--- config.mk ---
export PLATFORM = sky130hd
export DESIGN_NAME = rational_alu_gcd_reduce
export DESIGN_NICKNAME = d
export VERILOG_FILES = /design/src/rtl/rag_pkg.sv /design/src/rtl/rag_front.sv /design/src/rtl/rag_queue.sv /design/src/rtl/rag_back.sv /design/src/rtl/rational_alu_gcd_reduce.sv
export SDC_FILE = /design/constraint.sdc
export NUM_CORES = 2
export LEC_CHECK = 0
export ABC_AREA = 1
export BUFFER_PORTS_ARGS = -buffer_cell sky130_fd_sc_hd__buf_2
export CORE_ASPECT_RATIO = 2
export CORE_MARGIN = 2
export CORE_UTILIZATION = 30
export DETAILED_ROUTE_END_ITERATION = 12
export HOLD_SLACK_MARGIN = 0.1
export PLACE_DENSITY = 0.5
export SYNTH_ARGS = -nofsm -noshare
export SYNTH_HDL_FRONTEND = slang
export SYNTH_SLANG_ARGS = --single-unit
export TNS_END_PERCENT = 5
--- constraint.sdc ---
create_clock -name clk -period 9.55 [get_ports clk]
set_input_delay 0.955 -clock clk [delete_from_list [all_inputs] [get_ports clk]]
set_output_delay 0.955 -clock clk [all_outputs]
set_load 0.005 [all_outputs]
--- src/rtl/rag_pkg.sv ---
package rag_pkg;

    typedef enum logic [1:0] {
        CMD_ADD = 2'd0,
        CMD_SUB = 2'd1,
        CMD_MUL = 2'd2,
        CMD_DIV = 2'd3
    } cmd_t;

    localparam int NUM_OUT_W = 33;
    localparam int DEN_OUT_W = 32;

endpackage

--- src/rtl/rag_front.sv ---
module rag_front
    import rag_pkg::*;
#(
    parameter int IN_WIDTH = 16,
    parameter int PW = 2 * IN_WIDTH + 1
)
(
    input  logic                 clk,
    input  logic                 rst_n,
    input  logic                 start,
    input  logic [1:0]           cmd,
    input  logic [IN_WIDTH-1:0]  num_a,
    input  logic [IN_WIDTH-1:0]  den_a,
    input  logic [IN_WIDTH-1:0]  num_b,
    input  logic [IN_WIDTH-1:0]  den_b,
    input  logic                 q_full,
    output logic                 busy,
    output logic                 q_push,
    output logic signed [PW-1:0] q_n,
    output logic signed [PW-1:0] q_m,
    output logic                 q_dz
);

    // products, then sum; one item at a time in front
    typedef enum logic [1:0] {F_IDLE, F_MUL, F_SUM} fstate_t;

    fstate_t                          state_reg;
    logic [1:0]                       cmd_reg;
    logic signed [IN_WIDTH-1:0]       a_reg, c_reg, b_reg, d_reg;
    logic signed [2*IN_WIDTH-1:0]     p0_reg, p1_reg, p2_reg;
    logic signed [PW-1:0]             n_raw, m_raw;
    logic                             dz_raw;
    logic signed [IN_WIDTH-1:0]       x1, x2, y1, y2;

    assign busy   = (state_reg != F_IDLE);
    assign q_push = (state_reg == F_SUM) && !q_full;
    assign q_n    = n_raw;
    assign q_m    = m_raw;
    assign q_dz   = dz_raw;

    always_comb
    begin
        case (cmd_t'(cmd_reg))
            CMD_MUL:
            begin
                x1 = a_reg; y1 = b_reg; x2 = c_reg; y2 = d_reg;
            end
            CMD_DIV:
            begin
                x1 = a_reg; y1 = d_reg; x2 = c_reg; y2 = b_reg;
            end
            default:
            begin
                x1 = b_reg; y1 = c_reg; x2 = c_reg; y2 = d_reg;
            end
        endcase
    end

    always_ff @(posedge clk or negedge rst_n)
    begin
        if (!rst_n)
        begin
            state_reg <= F_IDLE;
        end
        else
        begin
            case (state_reg)
                F_IDLE:
                begin
                    if (start)
                    begin
                        cmd_reg   <= cmd;
                        a_reg     <= num_a;
                        c_reg     <= den_a;
                        b_reg     <= num_b;
                        d_reg     <= den_b;
                        state_reg <= F_MUL;
                    end
                end
                F_MUL:
                begin
                    p0_reg    <= a_reg * d_reg;
                    p1_reg    <= x1 * y1;
                    p2_reg    <= x2 * y2;
                    state_reg <= F_SUM;
                end
                F_SUM:
                begin
                    if (!q_full)
                    begin
                        state_reg <= F_IDLE;
                    end
                end
                default: state_reg <= F_IDLE;
            endcase
        end
    end

    always_comb
    begin
        case (cmd_t'(cmd_reg))
            CMD_ADD: n_raw = PW'(p0_reg) + PW'(p1_reg);
            CMD_SUB: n_raw = PW'(p0_reg) - PW'(p1_reg);
            default: n_raw = PW'(p1_reg);
        endcase
        m_raw  = PW'(p2_reg);
        dz_raw = (cmd_t'(cmd_reg) == CMD_DIV) && (b_reg == '0);
    end

endmodule

--- src/rtl/rag_queue.sv ---
module rag_queue
#(
    parameter int W = 8,
    parameter int DEPTH = 2
)
(
    input  logic         clk,
    input  logic         rst_n,
    input  logic         push,
    input  logic [W-1:0] wdata,
    input  logic         pop,
    output logic [W-1:0] rdata,
    output logic         full,
    output logic         empty
);

    localparam int AW = (DEPTH > 1) ? $clog2(DEPTH) : 1;

    logic [W-1:0]  mem [DEPTH];
    logic [AW-1:0] wp_reg, rp_reg;
    logic [AW:0]   cnt_reg;

    assign full  = (cnt_reg == (AW+1)'(DEPTH));
    assign empty = (cnt_reg == '0);
    assign rdata = mem[rp_reg];

    always_ff @(posedge clk)
    begin
        if (push)
        begin
            mem[wp_reg] <= wdata;
        end
    end

    always_ff @(posedge clk or negedge rst_n)
    begin
        if (!rst_n)
        begin
            wp_reg  <= '0;
            rp_reg  <= '0;
            cnt_reg <= '0;
        end
        else
        begin
            if (push)
            begin
                wp_reg <= (wp_reg == AW'(DEPTH - 1)) ? '0 : wp_reg + 1'b1;
            end
            if (pop)
            begin
                rp_reg <= (rp_reg == AW'(DEPTH - 1)) ? '0 : rp_reg + 1'b1;
            end
            cnt_reg <= cnt_reg + (AW+1)'(push) - (AW+1)'(pop);
        end
    end

endmodule

--- src/rtl/rag_back.sv ---
module rag_back
    import rag_pkg::*;
#(
    parameter int PW = 33
)
(
    input  logic                 clk,
    input  logic                 rst_n,
    input  logic                 q_empty,
    input  logic signed [PW-1:0] q_n,
    input  logic signed [PW-1:0] q_m,
    input  logic                 q_dz,
    output logic                 q_pop,
    output logic                 done,
    output logic [NUM_OUT_W-1:0] res_num,
    output logic [DEN_OUT_W-1:0] res_den,
    output logic                 div_zero
);

    // one restoring divider, a bit a step: euclid remainders, then two exact quotients
    typedef enum logic [2:0] {B_IDLE, B_LOAD, B_REM, B_QN, B_QM, B_OUT} bstate_t;

    localparam int CW = $clog2(PW + 1);

    bstate_t           state_reg;
    logic [PW-1:0]     n_reg, m_reg;
    logic              sn_reg, sm_reg, dz_reg;
    logic [PW-1:0]     x_reg, y_reg;       // euclid pair
    logic [PW-1:0]     dvd_reg, quo_reg, rem_reg, dvs_reg;
    logic [CW-1:0]     cnt_reg;
    logic [PW-1:0]     qn_reg;
    logic [PW:0]       trial;
    logic [PW-1:0]     rem_sh;

    assign q_pop = (state_reg == B_IDLE) && !q_empty;

    always_comb
    begin
        rem_sh = {rem_reg[PW-2:0], dvd_reg[PW-1]};
        trial  = {rem_reg, dvd_reg[PW-1]} - {1'b0, dvs_reg};
    end

    always_ff @(posedge clk or negedge rst_n)
    begin
        if (!rst_n)
        begin
            state_reg <= B_IDLE;
            done      <= 1'b0;
        end
        else
        begin
            done <= 1'b0;
            case (state_reg)
                B_IDLE:
                begin
                    if (!q_empty)
                    begin
                        sn_reg    <= q_n[PW-1];
                        sm_reg    <= q_m[PW-1];
                        n_reg     <= q_n[PW-1] ? -q_n : q_n;
                        m_reg     <= q_m[PW-1] ? -q_m : q_m;
                        x_reg     <= q_n[PW-1] ? -q_n : q_n;
                        y_reg     <= q_m[PW-1] ? -q_m : q_m;
                        dz_reg    <= q_dz;
                        state_reg <= B_LOAD;
                    end
                end
                B_LOAD:
                begin
                    // x_reg holds gcd when y_reg is zero
                    if (dz_reg || (y_reg == '0))
                    begin
                        if (dz_reg || (x_reg == '0))
                        begin
                            res_num   <= '0;
                            res_den   <= '0;
                            div_zero  <= dz_reg;
                            done      <= 1'b1;
                            state_reg <= B_IDLE;
                        end
                        else
                        begin
                            dvd_reg   <= n_reg;
                            dvs_reg   <= x_reg;
                            rem_reg   <= '0;
                            cnt_reg   <= '0;
                            state_reg <= B_QN;
                        end
                    end
                    else
                    begin
                        dvd_reg   <= x_reg;
                        dvs_reg   <= y_reg;
                        rem_reg   <= '0;
                        cnt_reg   <= '0;
                        state_reg <= B_REM;
                    end
                end
                B_REM, B_QN, B_QM:
                begin
                    dvd_reg <= {dvd_reg[PW-2:0], ~trial[PW]};
                    rem_reg <= trial[PW] ? rem_sh : trial[PW-1:0];
                    cnt_reg <= cnt_reg + 1'b1;
                    if (cnt_reg == CW'(PW - 1))
                    begin
                        if (state_reg == B_REM)
                        begin
                            x_reg     <= y_reg;
                            y_reg     <= trial[PW] ? rem_sh : trial[PW-1:0];
                            state_reg <= B_LOAD;
                        end
                        else if (state_reg == B_QN)
                        begin
                            qn_reg    <= {dvd_reg[PW-2:0], ~trial[PW]};
                            dvd_reg   <= m_reg;
                            rem_reg   <= '0;
                            cnt_reg   <= '0;
                            state_reg <= B_QM;
                        end
                        else
                        begin
                            quo_reg   <= {dvd_reg[PW-2:0], ~trial[PW]};
                            state_reg <= B_OUT;
                        end
                    end
                end
                B_OUT:
                begin
                    // sign extend to the field width, or truncate when wider
                    res_num   <= NUM_OUT_W'($signed(sn_reg ? -qn_reg : qn_reg));
                    res_den   <= DEN_OUT_W'($signed(sm_reg ? -quo_reg : quo_reg));
                    div_zero  <= 1'b0;
                    done      <= 1'b1;
                    state_reg <= B_IDLE;
                end
                default: state_reg <= B_IDLE;
            endcase
        end
    end

endmodule

--- src/rtl/rational_alu_gcd_reduce.sv ---
// rational arithmetic unit with gcd reduction
//
// command channel: pulse start with cmd, num_a, den_a, num_b, den_b while busy
// is low; the item is taken at that edge. cmd selects add, subtract, multiply
// or divide of num_a/den_a and num_b/den_b.
// result channel: done is high for exactly one cycle with res_num, res_den
// and div_zero; the receiver cannot stall, so nothing waits on it.
// the front end forms the cross products and pushes the raw numerator and
// denominator into a two-entry queue, waiting while it is full; the back end
// pops it and runs euclid's loop on the magnitudes with one restoring divider,
// one bit a cycle, reloading between divisions, then two exact divisions.
// the shared divider sets the rate, one item at a time in back.
// divide by a zero fraction raises div_zero with zero results.
// reset clears the queue and both sequencers; no result is pending afterwards.
module rational_alu_gcd_reduce
    import rag_pkg::*;
#(
    parameter int IN_WIDTH = 16
)
(
    input  logic                 clk,
    input  logic                 rst_n,
    input  logic                 start,
    output logic                 busy,
    input  logic [1:0]           cmd,
    input  logic [IN_WIDTH-1:0]  num_a,
    input  logic [IN_WIDTH-1:0]  den_a,
    input  logic [IN_WIDTH-1:0]  num_b,
    input  logic [IN_WIDTH-1:0]  den_b,
    output logic                 done,
    output logic [NUM_OUT_W-1:0] res_num,
    output logic [DEN_OUT_W-1:0] res_den,
    output logic                 div_zero
);

    localparam int PW = 2 * IN_WIDTH + 1;

    logic              q_push, q_pop, q_full, q_empty, q_dz;
    logic [PW-1:0]     q_n, q_m, o_n, o_m;
    logic              o_dz;

    // front is free again once its item sits in the queue
    rag_front #(.IN_WIDTH(IN_WIDTH), .PW(PW)) u_front (
        .clk(clk), .rst_n(rst_n), .start(start),
        .cmd(cmd), .num_a(num_a), .den_a(den_a), .num_b(num_b), .den_b(den_b),
        .q_full(q_full), .busy(busy), .q_push(q_push),
        .q_n(q_n), .q_m(q_m), .q_dz(q_dz)
    );

    rag_queue #(.W(2 * PW + 1), .DEPTH(2)) u_queue (
        .clk(clk), .rst_n(rst_n), .push(q_push), .wdata({q_dz, q_n, q_m}),
        .pop(q_pop), .rdata({o_dz, o_n, o_m}), .full(q_full), .empty(q_empty)
    );

    rag_back #(.PW(PW)) u_back (
        .clk(clk), .rst_n(rst_n), .q_empty(q_empty),
        .q_n(o_n), .q_m(o_m), .q_dz(o_dz), .q_pop(q_pop),
        .done(done), .res_num(res_num), .res_den(res_den), .div_zero(div_zero)
    );

endmodule

==> out/results.ini <==
[clocking]
cts.sinks = 675
cts_buffers = 72
cts_setup_buffers = 0
clk_pin_slew_ns = 0.07
max-clock-path-buffers = 3
cts_max_level = 3
cts_resized = 0
clockRootBuffer = clkbuf_16
cts_tree = done
cts_hold_buf = 1
worstSkewPairLatency_ns = 0.72

[yosys]
synth.distinct_cells = 57
async_flop_share_pct = 1.481
ys_seq_area_share_pct = 30.97
synth_edf_count = 665
avgSynthCellArea_um2 = 8.656
yosysWarnings = 0
synth_seq_cells = 675
syn_nets = 8720
synthCells = 7543
synth_area_um2 = 65290
yosys_most_used_dff = edfxtp_1

[timing]
final.setup.tns_ns = 0
tightest_slew_ns = 1.330
max_freq_mhz = 120.9
setup-violations-final = 0
period_share_pct = 86.60
hold_violations = 0
slew_headroom_pct = 10.76
rsz0062_at_grt = no
slew_violations = 0
finClkSkew_ns = 0.04455
period_needed_ns = 8.271

[global_routing]
overflow = 0
grt_pass1_vias = 55470
antenna_found_initial = 9
grt.total_usage_pct = 21.11
grt_max_degree = 93
grt_pass1_wl_um = 343400

[drt]
wirelength_um = 233600
routed_via_density = 4.808
dr.first_iter.drc_count = 2662
vias = 50530
wl_per_cell_um = 22.22
drcViolationCount = 0
firstDrtPassIters = 6
ant_nets = 0

[final_layout]
final_cell_mix = 1685 x nand2_1, 1636 x inv_1, 788 x fa_1, 665 x edfxtp_1, 627 x nor2_1
drive_gt1_share_pct = 6.219
nets = 8823
largest_reg_flops = 132
area.growth.synth_to_final_pct = 10.13
final_common_cell = nand2_1
fillers = 22810
regMostFlops = u_queue.mem

[setup_path]
cp-end-kind = flop
critical_path_arrival_ns = 8.74
path_delay_family = adder cells
start_kind = flop
required_ns = 10.02
reg2reg_slack_ns = 1.28
cp_common_cell = fa_1
slowest_stage = nor4_1
crit_chain = nand2_1 > buf_4 > clkinv_1 > a22oi_1 > o21ai_0 > inv_1 > nand2_1 > fa_1 > inv_1 > fa_1 > inv_1 > fa_1 > inv_1 > fa_1 > fa_1 > fa_1 > ha_1 > nand2_1 > nor4_1 > nand3_1 > nand4_1 > nand2_1
crit_type = reg2reg
timing.critical_path.buf_inv = 6
worstPathMaxFanout = 31
max_stage_delay_ns = 0.77

[flow_run]
cap_violations = 0

[die]
dieArea_um2 = 221600
die_w_um = 333.9
floorplan.initialDensity_pct = 30.12
dieHeight_um = 663.8
io_pins = 137
core_um2 = 216800
core.rowCount = 242

[hold_path]
hold_class = in2reg

[placement]
numPortBuffers = 136
hpwl_um = 197600
gp_congestion = 1.024

[status]
status = finished clean

==> synth_stat cells, drive strengths merged (3+ instances only) <==
| master | number | share of area [%] |
|---|---|---|
| clkbuf | 161 | 0.93 |
| o21a | 17 | 0.20 |
| a211oi | 5 | 0.057 |
| and2 | 22 | 0.22 |
| nor4 | 18 | 0.17 |
| buf | 58 | 0.53 |
| nor3 | 87 | 0.69 |
| a21oi | 234 | 1.8 |
| a22oi | 15 | 0.17 |
| a21boi | 11 | 0.13 |
| o21ai | 396 | 3.2 |
| nand4 | 73 | 0.72 |
| nor2 | 650 | 3.8 |
| xnor2 | 79 | 1.1 |
| nor3b | 4 | 0.046 |
| nand3b | 26 | 0.30 |
| o21bai | 47 | 0.54 |
| ha | 320 | 6.1 |
| o31ai | 7 | 0.080 |
| xor2 | 120 | 1.6 |
| dfrtp | 10 | 0.38 |
| a31oi | 11 | 0.11 |
| inv | 1647 | 9.5 |
| fa | 788 | 24 |
| clkinv | 14 | 0.080 |
| a21o | 14 | 0.16 |
| edfxtp | 665 | 31 |
| nand2 | 1693 | 9.8 |
| or2 | 30 | 0.29 |
| nand3 | 303 | 2.4 |
| and3 | 4 | 0.038 |
| a31o | 3 | 0.040 |
| o211ai | 5 | 0.057 |
==> cell families after synthesis <==
group	share of synthesized area (%)
flip-flops	30.97
XOR/XNOR	2.704
adder cells (fa/ha/maj)	30.29
buffers and inverters	11.01
AND/OR/NAND/NOR	18.45
other	0.005743
AO/OA/AOI/OAI	6.567
==> path summary, 6_finish.rpt <==
| path | from | endpoint | cells after the start |
|---|---|---|---|
| setup / recovery | u_front.cmd_reg[0]$_DFFE_PP_ | u_front.p1_reg[28]$_DFFE_PP_ | 22 |
| hold / removal | num_b[3] | u_front.b_reg[3]$_DFFE_PP_ | 1 |
| setup reg to reg | u_front.cmd_reg[0]$_DFFE_PP_ | u_front.p1_reg[28]$_DFFE_PP_ | 22 |
| hold reg to reg | u_front.p2_reg[8]$_DFFE_PP_ | u_queue.mem[0][8]$_DFFE_PP_ | 0 |
| max in group asynchronous | rst_n | u_queue.rp_reg$_DFFE_PN0P_ | 2 |
| min in group asynchronous | rst_n | u_back.state_reg[0]$_DFFE_PN0P_ | 2 |
==> layer usage <==
metal,vias up,wire [µm],global-route usage [%]
met1,24670,68020,17.10
li1,23560,-,-
met5,-,14,0
met2,1505,131800,42.68
met3,791,7478,2.367
met4,2,26240,19.53
==> through the flow <==
stage	cells	hold slack (ns)	instance area, µm²	setup slack (ns)	utilization, %
after floorplan	7543	0.4215	65290	1.356	-
after global placement	10380	0.4242	69460	1.264	32.04
after detailed placement	10380	0.4306	69460	1.344	32.04
after CTS	10510	0.3605	71900	1.321	33.16
after global routing	10510	0.3847	71900	1.082	33.16
final	10510	0.4110	71900	1.279	33.17
==> final cells by class <==
class / count / area (µm²) / share of cell area [%]
tap: 2806 / 3511 / 4.883
timing repair buffer: 248 / 1524 / 2.119
clock buffer: 79 / 1828 / 2.542
antenna: 3 / 7.507 / 0.01044
multi-input combinational: 4988 / 37980 / 52.82
inverter: 1661 / 6238 / 8.676
sequential: 675 / 20220 / 28.13
clock inverter: 51 / 595.6 / 0.8283
Power is left out: the tool's default activity adds up to more than one toggle a clock period on the data nets, which glitch-free logic cannot reach.
